[src/design/msps_pkg.sv]
// Shared types and constants of the multi-channel pulse scheduler.
// Used by the controller, the datapath and the top level; depends on nothing.
package msps_pkg;

	localparam int CHANNELS_DEF = 4;
	localparam int MAX_CH = 4;
	localparam int FREQ_W = 20;
	localparam int CFG_IDX_W = 2;
	localparam int TICK_W = 32;
	localparam int POS_W = 32;
	localparam int LAST_W = 17;
	localparam int NEXT_W = 16;
	localparam int MASK_W = 4;
	localparam int QUO_W = 27;
	localparam int CNT_W = $clog2(QUO_W);

	localparam int TICK_RATE = 72000000;
	localparam int WAIT_CAP = 65535;
	localparam int WAIT_FLOOR = 700;
	localparam int WAIT_HALF_LIMIT = WAIT_CAP * 2;
	localparam int FREQ_RESET = 1000;

	typedef struct packed {
		logic init;
		logic sub;
		logic div_init;
		logic div_step;
		logic pulse;
		logic propose;
		logic finish;
	} cmd_t;

	typedef struct packed {
		logic le_zero;
		logic div_last;
		logic ch_last;
		logic out_busy;
	} stat_t;

endpackage

[src/design/msps_ctrl.sv]
// Sequencer of the pulse scheduler: walks the channels for each input word that carries an expiry event.
// Depends on msps_pkg; drives the datapath by cmd_t and reads stat_t.
module msps_ctrl (
	input  logic           clk,
	input  logic           arst_n,
	input  logic           in_valid,
	output logic           in_ready,
	input  logic           expiry_event,
	output msps_pkg::cmd_t cmd,
	input  msps_pkg::stat_t stat
);
	import msps_pkg::*;

	typedef enum logic [2:0] {
		S_IDLE,
		S_SUB,
		S_CHECK,
		S_DIV,
		S_PULSE,
		S_PROPOSE,
		S_FINISH
	} state_t;

	state_t state_q;
	logic   accept;

	assign in_ready = (state_q == S_IDLE);
	assign accept = in_valid && in_ready;

	always_comb begin
		cmd = '0;
		unique case (state_q)
			S_IDLE:    cmd.init = accept && expiry_event;
			S_SUB:     cmd.sub = 1'b1;
			S_CHECK:   cmd.div_init = stat.le_zero;
			S_DIV:     cmd.div_step = 1'b1;
			S_PULSE:   cmd.pulse = 1'b1;
			S_PROPOSE: cmd.propose = 1'b1;
			S_FINISH:  cmd.finish = !stat.out_busy;
			default:   cmd = '0;
		endcase
	end

	always_ff @(posedge clk or negedge arst_n) begin
		if (!arst_n) begin
			state_q <= S_IDLE;
		end else begin
			unique case (state_q)
				S_IDLE: begin
					if (accept && expiry_event) state_q <= S_SUB;
				end
				S_SUB: state_q <= S_CHECK;
				S_CHECK: begin
					state_q <= stat.le_zero ? S_DIV : S_PROPOSE;
				end
				S_DIV: begin
					if (stat.div_last) state_q <= S_PULSE;
				end
				S_PULSE: state_q <= S_PROPOSE;
				S_PROPOSE: begin
					state_q <= stat.ch_last ? S_FINISH : S_SUB;
				end
				S_FINISH: begin
					if (!stat.out_busy) state_q <= S_IDLE;
				end
				default: state_q <= S_IDLE;
			endcase
		end
	end

	a_div_to_pulse: assert property (@(posedge clk) disable iff (!arst_n)
		(state_q == S_DIV && stat.div_last) |=> (state_q == S_PULSE))
		else $error("divider end did not lead to pulse update");

	a_finish_free: assert property (@(posedge clk) disable iff (!arst_n)
		cmd.finish |-> (!stat.out_busy && state_q == S_FINISH))
		else $error("result loaded while output word still held");

	a_cmd_onehot: assert property (@(posedge clk) disable iff (!arst_n)
		$onehot0(cmd))
		else $error("more than one datapath command at once");

endmodule

[src/design/msps_dp.sv]
// Datapath of the pulse scheduler: channel state, serial divider, output word.
// Depends on msps_pkg; steered by msps_ctrl through cmd_t and stat_t.
module msps_dp #(
	parameter int CHANNELS = msps_pkg::CHANNELS_DEF
) (
	input  logic                                           clk,
	input  logic                                           arst_n,
	input  logic                                           cfg_we,
	input  logic [msps_pkg::CFG_IDX_W-1:0]                 cfg_addr,
	input  logic [msps_pkg::FREQ_W-1:0]                    cfg_wdata,
	input  msps_pkg::cmd_t                                 cmd,
	output msps_pkg::stat_t                                stat,
	input  logic                                           out_ready,
	output logic                                           out_valid,
	output logic [msps_pkg::MASK_W-1:0]                    pulse_mask,
	output logic [msps_pkg::NEXT_W-1:0]                    next_interval,
	output logic [msps_pkg::MAX_CH-1:0][msps_pkg::POS_W-1:0] position
);
	import msps_pkg::*;

	localparam int CH_W = (CHANNELS > 1) ? $clog2(CHANNELS) : 1;

	logic [FREQ_W-1:0]        freq_q  [CHANNELS];
	logic [TICK_W-1:0]        ticks_q [CHANNELS];
	logic [POS_W-1:0]         pos_q   [CHANNELS];
	logic [LAST_W-1:0]        last_q;
	logic [CH_W-1:0]          ch_q;
	logic [MASK_W-1:0]        mask_q;
	logic                     out_valid_q;

	logic signed [TICK_W-1:0] best_q;
	logic [FREQ_W-1:0]        rem_q;
	logic [QUO_W-1:0]         quo_q;
	logic [FREQ_W-1:0]        dsor_q;
	logic [CNT_W-1:0]         cnt_q;
	logic [MASK_W-1:0]        out_mask_q;
	logic [NEXT_W-1:0]        out_next_q;
	logic [POS_W-1:0]         out_pos_q [CHANNELS];

	logic [TICK_W-1:0]        cur_ticks;
	logic [TICK_W-1:0]        sub_ticks;
	logic signed [TICK_W-1:0] left;
	logic signed [TICK_W-1:0] wait_val;
	logic [NEXT_W-1:0]        next_val;
	logic [FREQ_W-1:0]        cur_freq;
	logic [FREQ_W:0]          shifted;
	logic                     ge;
	logic [FREQ_W:0]          diff;

	assign cur_ticks = ticks_q[ch_q];
	assign cur_freq  = freq_q[ch_q];
	assign sub_ticks = cur_ticks - TICK_W'(last_q);
	assign left      = $signed(cur_ticks);

	always_comb begin
		if (left >= WAIT_HALF_LIMIT) begin
			wait_val = TICK_W'(WAIT_CAP);
		end else if (left > WAIT_CAP) begin
			wait_val = left >>> 1;
		end else begin
			wait_val = left;
		end
	end

	always_comb begin
		if (best_q < WAIT_FLOOR) begin
			next_val = NEXT_W'(WAIT_FLOOR);
		end else if (best_q > WAIT_CAP) begin
			next_val = NEXT_W'(WAIT_CAP);
		end else begin
			next_val = best_q[NEXT_W-1:0];
		end
	end

	assign shifted = {rem_q, quo_q[QUO_W-1]};
	assign ge      = shifted >= {1'b0, dsor_q};
	assign diff    = shifted - {1'b0, dsor_q};

	assign stat.le_zero  = cur_ticks[TICK_W-1] || (cur_ticks == '0);
	assign stat.div_last = (cnt_q == CNT_W'(QUO_W - 1));
	assign stat.ch_last  = (ch_q == CH_W'(CHANNELS - 1));
	assign stat.out_busy = out_valid_q && !out_ready;

	always_ff @(posedge clk or negedge arst_n) begin
		if (!arst_n) begin
			for (int i = 0; i < CHANNELS; i++) begin
				freq_q[i]  <= FREQ_W'(FREQ_RESET);
				ticks_q[i] <= '0;
				pos_q[i]   <= '0;
			end
			last_q      <= '0;
			ch_q        <= '0;
			mask_q      <= '0;
			out_valid_q <= 1'b0;
		end else begin
			if (cfg_we && (int'(cfg_addr) < CHANNELS)) begin
				freq_q[cfg_addr[CH_W-1:0]] <= cfg_wdata;
			end
			if (cmd.init) begin
				ch_q   <= '0;
				mask_q <= '0;
			end
			if (cmd.sub) begin
				ticks_q[ch_q] <= sub_ticks;
			end
			if (cmd.pulse) begin
				ticks_q[ch_q] <= cur_ticks + TICK_W'(quo_q);
				pos_q[ch_q]   <= pos_q[ch_q] + POS_W'(1);
				mask_q        <= mask_q | (MASK_W'(1) << ch_q);
			end
			if (cmd.propose && !stat.ch_last) begin
				ch_q <= ch_q + CH_W'(1);
			end
			// hold the word until taken; a new one may load in the same edge
			if (cmd.finish) begin
				last_q      <= LAST_W'(next_val);
				out_valid_q <= 1'b1;
			end else if (out_ready) begin
				out_valid_q <= 1'b0;
			end
		end
	end

	always_ff @(posedge clk) begin
		if (cmd.init) begin
			best_q <= TICK_W'(WAIT_CAP + 1);
		end else if (cmd.propose && (wait_val < best_q)) begin
			best_q <= wait_val;
		end
		if (cmd.div_init) begin
			rem_q  <= '0;
			quo_q  <= QUO_W'(TICK_RATE);
			dsor_q <= (cur_freq == '0) ? FREQ_W'(1) : cur_freq;
			cnt_q  <= '0;
		end else if (cmd.div_step) begin
			rem_q <= ge ? diff[FREQ_W-1:0] : shifted[FREQ_W-1:0];
			quo_q <= {quo_q[QUO_W-2:0], ge};
			cnt_q <= cnt_q + CNT_W'(1);
		end
		if (cmd.finish) begin
			out_mask_q <= mask_q;
			out_next_q <= next_val;
			for (int i = 0; i < CHANNELS; i++) begin
				out_pos_q[i] <= pos_q[i];
			end
		end
	end

	assign out_valid     = out_valid_q;
	assign pulse_mask    = out_mask_q;
	assign next_interval = out_next_q;

	for (genvar i = 0; i < MAX_CH; i++) begin : g_pos
		if (i < CHANNELS) begin : g_used
			assign position[i] = out_pos_q[i];
		end else begin : g_unused
			assign position[i] = '0;
		end
	end

	a_next_floor: assert property (@(posedge clk) disable iff (!arst_n)
		out_valid_q |-> (out_next_q >= NEXT_W'(WAIT_FLOOR)))
		else $error("next interval below floor");

	a_pulse_mask: assert property (@(posedge clk) disable iff (!arst_n)
		cmd.pulse |=> (mask_q != '0))
		else $error("pulse left mask empty");

	a_out_hold: assert property (@(posedge clk) disable iff (!arst_n)
		(out_valid_q && !out_ready) |=>
			(out_valid_q && $stable(out_mask_q) && $stable(out_next_q)))
		else $error("output word changed before it was taken");

endmodule

[src/design/multi_channel_pulse_scheduler.sv]
// Per channel the sequencer steps through subtract, check and propose, adding a bit-serial
// 72000000/freq divide and a pulse update when the channel has expired.
// One word at a time: in_ready stays low from an expiry word until its result is loaded.
// Reset: arst_n clears time-left, positions and last interval, sets frequencies to 1000.
// Top level: msps_ctrl sequences, msps_dp holds state; depends on msps_pkg.
module multi_channel_pulse_scheduler #(
	parameter int CHANNELS = msps_pkg::CHANNELS_DEF
) (
	input  logic                           clk,
	input  logic                           arst_n,
	input  logic                           cfg_we,
	input  logic [msps_pkg::CFG_IDX_W-1:0] cfg_addr,
	input  logic [msps_pkg::FREQ_W-1:0]    cfg_wdata,
	input  logic                           in_valid,
	output logic                           in_ready,
	input  logic                           expiry_event,
	output logic                           out_valid,
	input  logic                           out_ready,
	output logic [msps_pkg::MASK_W-1:0]    pulse_mask,
	output logic [msps_pkg::NEXT_W-1:0]    next_interval,
	output logic [msps_pkg::POS_W-1:0]     position_0,
	output logic [msps_pkg::POS_W-1:0]     position_1,
	output logic [msps_pkg::POS_W-1:0]     position_2,
	output logic [msps_pkg::POS_W-1:0]     position_3
);
	import msps_pkg::*;

	cmd_t                          cmd;
	stat_t                         stat;
	logic [MAX_CH-1:0][POS_W-1:0]  position;

	msps_ctrl u_ctrl (
		.clk          (clk),
		.arst_n       (arst_n),
		.in_valid     (in_valid),
		.in_ready     (in_ready),
		.expiry_event (expiry_event),
		.cmd          (cmd),
		.stat         (stat)
	);

	msps_dp #(
		.CHANNELS (CHANNELS)
	) u_dp (
		.clk           (clk),
		.arst_n        (arst_n),
		.cfg_we        (cfg_we),
		.cfg_addr      (cfg_addr),
		.cfg_wdata     (cfg_wdata),
		.cmd           (cmd),
		.stat          (stat),
		.out_ready     (out_ready),
		.out_valid     (out_valid),
		.pulse_mask    (pulse_mask),
		.next_interval (next_interval),
		.position      (position)
	);

	assign position_0 = position[0];
	assign position_1 = position[1];
	assign position_2 = position[2];
	assign position_3 = position[3];

endmodule

[config.mk]
export PLATFORM = sky130hd
export DESIGN_NAME = multi_channel_pulse_scheduler
export DESIGN_NICKNAME = d
export VERILOG_FILES = /design/src/design/msps_pkg.sv /design/src/design/msps_ctrl.sv /design/src/design/msps_dp.sv /design/src/design/multi_channel_pulse_scheduler.sv
export SDC_FILE = /design/constraint.sdc
export NUM_CORES = 1
export LEC_CHECK = 0
export CORE_MARGIN = 2
export CORE_UTILIZATION = 45
export CTS_BUF_LIST = sky130_fd_sc_hd__clkbuf_2 sky130_fd_sc_hd__clkbuf_4 sky130_fd_sc_hd__clkbuf_8
export DETAILED_ROUTE_END_ITERATION = 16
export DONT_BUFFER_PORTS = 1
export RECOVER_POWER = 100
export SYNTH_ARGS = -nofsm -noshare
export SYNTH_HDL_FRONTEND = slang
export SYNTH_HIERARCHICAL = 1
export SYNTH_SLANG_ARGS = --single-unit
[constraint.sdc]
create_clock -name clk -period 45.7 [get_ports clk]
set_input_delay 2.285 -clock clk [delete_from_list [all_inputs] [get_ports clk]]
set_output_delay 2.285 -clock clk [all_outputs]
set_load 0.01 [all_outputs]
==> metrics.txt, run 1 <==
Crit Path Max Fanout 39; top post-synthesis cells by area dfrtp_1 (28%), edfxtp_1 (17%), mux4_2 (6.2%); share of the synthesized area in the top cell type 27.9%; clk sinks 614; routed wl met2 40100 um; TNS Setup 0 ns; WHS Endpoint u_dp/out_pos_q[0][8]; reg2reg start u_dp/ch_q[0]; fillcell total 6020; IR Drop Worst-Case VDD 0.0000360 V; Avg WL per Cell 22.0 um; hold path depth 0; PwrDens 78.8 nW/um2; Worst Setup Start Kind register; DRC 0; RSZ-0062 raised after global routing no; first-pass GRT wire length 129000 um; met3 WL 4930 um; count leader, synth nand2_1; DPL Wire Length 53100 um; PostCTS Resize Cnt 0; via count 22.1k; sw frac 42.7%; Syn Area/Cell 10.8 um2; hold_sp u_dp/pos_q[104]; Worst EP required 46.26 ns; Synth Cell Area 30300 um2; Detailed Route Iter0 Violations 1832; Setup CP Type reg -> reg; initial antenna violation count 1; slew at the pin closest to its max-slew limit 3.91 ns; Final GP Congestion 0.882; synth cell count leaders nand2_1 (407), dfrtp_1 (338), nor2_1 (237), o21ai_0 (227), edfxtp_1 (168); drt total wl 82600 um; Final ANT Viol Nets 0; Final setup viols 0; die width 264 um; CTS tree done; cell taking the most area after synthesis dfrtp_1; cell chosen for the clock root clkbuf_8; fin area 33200 um2; register area share after synthesis 52.2%; Reg2Reg Setup Slack 33.66 ns; period utilization 26.4%; status finished, violations left; Top Layer Used met4; min Tclk post-route 12.04 ns; Die H 264 um; Clock Latency Late Sink 0.71 ns; Overall Global Routing Usage 23.5%; Leak 13.8 nW; Post-Syn Nets 2937; layout cells sized above 1 14.8%; hold slack 0.471 ns; Die Area 69500 um2; Yosys reg bits 614; clock share of power 20.5%; Fin. Hold Viols 0; switching pwr 1.12 mW; # port buffers 0; Reg2Reg Depth 17; critical path arrival 12.60 ns; clock-pin slew on the worst setup and hold paths 0.06 ns; grt total ovfl 0; Clock Path Buffers 3; hold crit path type reg -> reg; Met1 Wirelength 34500 um; failing checks capacitance limit, slew limit; TritonRoute pass-1 iters 6; CP Capture Type register; number of flops mapped to enable cells by yosys 168; cts hold-fix bufs 0; Core Footprint 66900 um2; # IOs 178; Comb pwr share 48.7%; Starting Density 45.3%; max_cap viols 9; largest net degree at the start of global routing 363; CTS Buf Count 103; Post-Syn Instances 2805; via count of the first global-routing pass 22.3k; internal power 1.50 mW; FMAX 0.0830 GHz; Yosys warnings 6; row cnt 95; Layout Nets 2920; Post-CTS Setup Repair Bufs 0; Final Max Tran Viols 398; final clock skew 0.0257 ns; FF-to-FF End u_dp/best_q[31]; async set-reset flop share out of synthesis 59.0%; Synth Flop Type dfrtp_1; Flop pwr share 30.8%; vias per cell 5.88; H-tree depth 3; Netlist cell types 81; Max-slew headroom -161%; Synth-to-Final Area Change 9.65%; DP Area 31000 um2
layout by cell type, fill, tap and decap left out, types with 24 or more instances in the layout:
cell type / instances
mux2_2: 83
inv_1: 88
ha_1: 101
a21o_1: 28
a211oi_1: 31
o21a_1: 33
o21ai_0: 229
nand2_1: 403
clkbuf_8: 122
xnor2_1: 53
mux2i_1: 55
xor2_1: 40
nand3_1: 36
nor3_1: 37
nor2_1: 237
dfrtp_1: 337
dfxtp_1: 84
a31oi_1: 36
edfxtp_1: 168
and3_1: 36
clkbuf_4: 35
a21oi_1: 112
mux4_2: 84
dfstp_2: 24
nand4_1: 25
worst max-delay path by stage:
| stage | slack [ns] | end | startpoint |
|---|---|---|---|
| after floorplan | 27.09 | u_dp/last_q[0] | out_ready |
| after global placement | 38.01 | u_dp/best_q[0] | u_dp/ch_q[1] |
| after global routing | 32.39 | u_dp/best_q[20] | u_dp/ch_q[0] |
| after CTS | 37.97 | u_dp/best_q[0] | u_dp/ch_q[1] |
| after detailed placement | 38.00 | u_dp/best_q[0] | u_dp/ch_q[1] |
| final | 33.66 | u_dp/best_q[31] | u_dp/ch_q[0] |
critical path, cell delays in order (launching register included):
cell      delay (ns)
dfrtp_1         1.78
clkbuf_1        2.44
mux4_2          0.86
nor3_1          0.33
nand4_1         0.21
or3_1           0.56
o21ba_1         0.62
or2_2           0.49
ha_1            0.30
nand2_1         0.08
nor4_1          0.36
a221o_1         0.22
a31o_2          0.10
o21ai_0         0.14
a221oi_1        1.67
clkbuf_1        1.33
mux2i_1         0.30
nor2_1          0.06
state kept, by name (all words and copies together), names as in the netlist:
register,cells
u_ctrl/state_q,3
u_dp/best_q,32
u_dp/ch_q,2
u_dp/cnt_q,5
u_dp/dsor_q,20
u_dp/freq_q,80
u_dp/last_q,16
u_dp/mask_q,4
u_dp/next_interval,16
u_dp/out_pos_q,128
u_dp/out_valid,1
u_dp/pos_q,128
u_dp/pulse_mask,4
u_dp/quo_q,27
u_dp/rem_q,20
u_dp/ticks_q,128
cell families after synthesis:
family | Yosys count | share of synthesized area, %
AOI/OAI and AO/OA | 616 | 12.8
xor gates and xnor gates | 93 | 2.69
adders and majority gates | 104 | 4.37
buffers and inverters | 244 | 3.40
DFF | 614 | 52.2
muxes | 222 | 11.1
and+or+nand+nor | 912 | 13.5
per-stage QoR:
| stage | setup WS [ns] | utilization [%] | cells | power [mW] |
|---|---|---|---|---|
| finish | 33.66 | 49.7 | 3752 | 2.62 |
| global route | 32.39 | 49.7 | 3752 | 2.80 |
| floorplan | 27.09 | - | 2805 | 1.74 |
| CTS | 37.97 | 49.8 | 3751 | 2.63 |
| detailed placement | 38.00 | 46.4 | 3556 | 2.08 |
| global placement | 38.01 | 46.4 | 3556 | 2.04 |
cell type report:
cell class	count	area (um2)	share of cell area, %
Antenna cell	1	2.50	0.00753
Inverter	91	342	1.03
Tap cell	873	1090	3.29
Timing Repair Buffer	31	188	0.565
Clock buffer	157	1940	5.84
Sequential cell	614	15800	47.6
Multi-Input combinational cell	1947	13500	40.6
Clock inverter	38	354	1.07
power by group through the flow:
stage	Sequential (mW)	Clock, mW	Combinational, mW
floorplan	0.772	0	0.971
global placement	0.810	0	1.23
detailed placement	0.814	0	1.26
CTS	0.806	0.551	1.27
global route	0.823	0.574	1.41
finish	0.808	0.536	1.28
routing by layer:
| layer | GRT usage [%] | vias up |
|---|---|---|
| met5 | 0 | - |
| met4 | 9.70 | 0 |
| met3 | 4.52 | 180 |
| met2 | 39.0 | 728 |
| met1 | 30.4 | 11000 |
| li1 | - | 10100 |
Power figures use the tool's default switching activity.
==> run 2: changes to the inputs <==
Clock period 45.7 ns to 11.1 ns, I/O delays scaled along.
==> run 2 against run 1 <==
Effect of this change: the flow still finishes with violations (capacitance limit, slew limit); setup slack worse by 31 ns; combinational power increased to 4.2 times the previous value; register-to-register slack got worse by 31 ns; critical path type unchanged; core utilization up 0.40 points; highest routed layer unchanged.
==> metrics.txt, run 2 (synthesis gave the netlist of run 1 again) <==
Final GP Congestion 0.879 (-0.34%); clk sinks 614 (unchanged); row cnt 95 (unchanged); DPL Wire Length 53200 um (about the same); TNS Setup 0 ns (unchanged); grt total ovfl 0 (unchanged); min Tclk post-route 8.65 ns (-3.39 ns); Comb pwr share 49.2% (+0.5 points); Starting Density 45.3% (unchanged); DRC 0 (unchanged); switching pwr 4.64 mW (+310%); layout cells sized above 1 14.9% (+0.16 points); via count of the first global-routing pass 22.6k (+1.7%); Overall Global Routing Usage 24.1% (+0.51 points); Die H 264 um (unchanged); Layout Nets 2953 (+1.1%); Fin. Hold Viols 0 (unchanged); TritonRoute pass-1 iters 7 (+1); die width 264 um (unchanged); Die Area 69500 um2 (unchanged); post-route setup slack 2.45 ns (-31.21 ns); Crit-path slowest cell clkbuf_1; # port buffers 0 (unchanged); Post-CTS Setup Repair Bufs 0 (unchanged); Final ANT Viol Nets 0 (unchanged); reg2reg start u_dp/ch_q[0]; via count 22.3k (+0.95%); Avg WL per Cell 22.0 um (+0.12%); Worst EP required 11.74 ns (-34.52 ns); Leak 13.9 nW (+0.72%); sw frac 42.9% (+0.22 points); clock share of power 20.2% (-0.3 points); internal power 6.18 mW (+310%); crit path cell chain clkbuf_1 -> mux4_2 -> nor3_1 -> nand4_1 -> or3_1 -> or2_0 -> nand2b_1 -> nand2_1 -> ha_1 -> a21oi_1 -> nand2_1 -> a211o_1 -> a221o_1 -> or4b_2 -> o21ai_1 -> a221oi_4 -> buf_4 -> or3_1 -> a21oi_1; slew at the pin closest to its max-slew limit 4.37 ns (+0.457 ns); Crit. Startpoint u_dp/ch_q[0]; Setup CP Type reg -> reg; vias per cell 5.88 (about the same); largest net degree at the start of global routing 363 (unchanged); Layout Cells excl Fill 3788 (+0.96%); cell chosen for the clock root clkbuf_8; final clock skew 0.0460 ns (+0.0203 ns); Clock Path Buffers 3 (unchanged); first-pass GRT wire length 131000 um (+2.0%); # IOs 178 (unchanged); critical path arrival 9.29 ns (-3.31 ns); DP Area 31100 um2 (+0.17%); Worst Setup Start Kind register; max_cap viols 19 (+10); hold slack 0.149 ns (-0.323 ns); DP Cell Count 3563 (+0.20%); Flop pwr share 30.6% (-0.2 points); hold_sp out_ready; CTS Buf Count 105 (+1.9%); Final Max Tran Viols 1138 (+190%); IR Drop Worst-Case VDD 0.000135 V (+280%); status finished, violations left; Largest regs u_dp/out_pos_q x128, u_dp/pos_q x128, u_dp/ticks_q x128; RSZ-0062 raised after global routing no; Critical Path Max Stage Delay 1.81 ns (-0.63 ns); FMAX 0.116 GHz (+39%); pre-CTS setup slack 3.67 ns (-34.32 ns); Detailed Route Iter0 Violations 1820 (-0.66%); clock-pin slew on the worst setup and hold paths 0.06 ns (about the same); drt total wl 83500 um (+1.1%); fin area 33500 um2 (+0.80%); commonest non-fill, non-tap cell in the layout nand2_1; failing checks capacitance limit, slew limit; Synth-to-Final Area Change 10.5%; H-tree depth 3 (unchanged); commonest non-fill, non-tap cells in the layout nand2_1 (405), dfrtp_1 (336), nor2_1 (237); Clock Latency Late Sink 0.72 ns (about the same); Crit Path Max Fanout 36 (-7.7%); hold crit path type in -> reg; Max-slew headroom -191% (-30 points); CP Capture Type register; initial antenna violation count 1 (unchanged); Final setup viols 0 (unchanged); PwrDens 323 nW/um2 (+310%); Core Footprint 66900 um2 (unchanged); period utilization 77.9% (+52 points); CTS tree done
[run 2: power groups by stage]
stage	clock network, mW	logic, mW	registers (mW)
floorplan	0	4.00	3.17
global placement	0	5.12	3.32
detailed placement	0	5.23	3.34
CTS	2.25	5.29	3.30
global route	2.35	5.87	3.37
finish	2.18	5.32	3.31
[run 2: metal layers]
metal  share of wire, %  routed length [um]  vias to the layer above  global-route usage (%)
met1                 42               35000                    11100                    31.5
met3                6.6                5490                      195                    5.19
met5                  0                   0                        -                       0
met2                 47               39500                      794                    38.7
li1                   -                   -                    10200                       -
met4                4.2                3480                        0                    10.3
[run 2: what timing repair did]
action                    4_1_cts  5_1_grt
hold endpoints to repair      442       66
resized for setup               0        0
hold buffers                   21        1
[run 2: area by class of cell]
class	count	area [um2]
clock buffer	172	2090
fill	5969	33400
timing repair buffer	62	438
clock inverter	28	221
tap	873	1090
inverter	91	342
antenna	1	2.50
multi-input combinational	1947	13500
sequential	614	15800
[run 2: critical path, delay by kind of cell, from the launching register on]
family          cells  cell delay, ns
simple gates        9            2.96
fa+ha+maj           1            0.34
compound gates      6            1.42
mux                 1            0.82
flops               1            0.84
buf+inv             2            2.16
[run 2: worst paths after layout]
check	end	slack (ns)	cells past startpoint
setup / recovery	u_dp/best_q[0]	2.45	19
setup reg to reg	u_dp/best_q[0]	2.45	19
min in group asynchronous	u_dp/last_q[13]	1.90	2
max in group asynchronous	u_dp/ch_q[0]	3.28	3
hold reg to reg	u_dp/out_pos_q[2][24]	0.46	0
hold / removal	u_ctrl/state_q[2]	0.15	3
[run 2: stage by stage]
stage,power [mW],util [%]
final,10.8,50.1
after CTS,10.8,50.2
after global placement,8.44,46.5
after floorplan,7.17,-
after global routing,11.6,50.1
after detailed placement,8.57,46.5
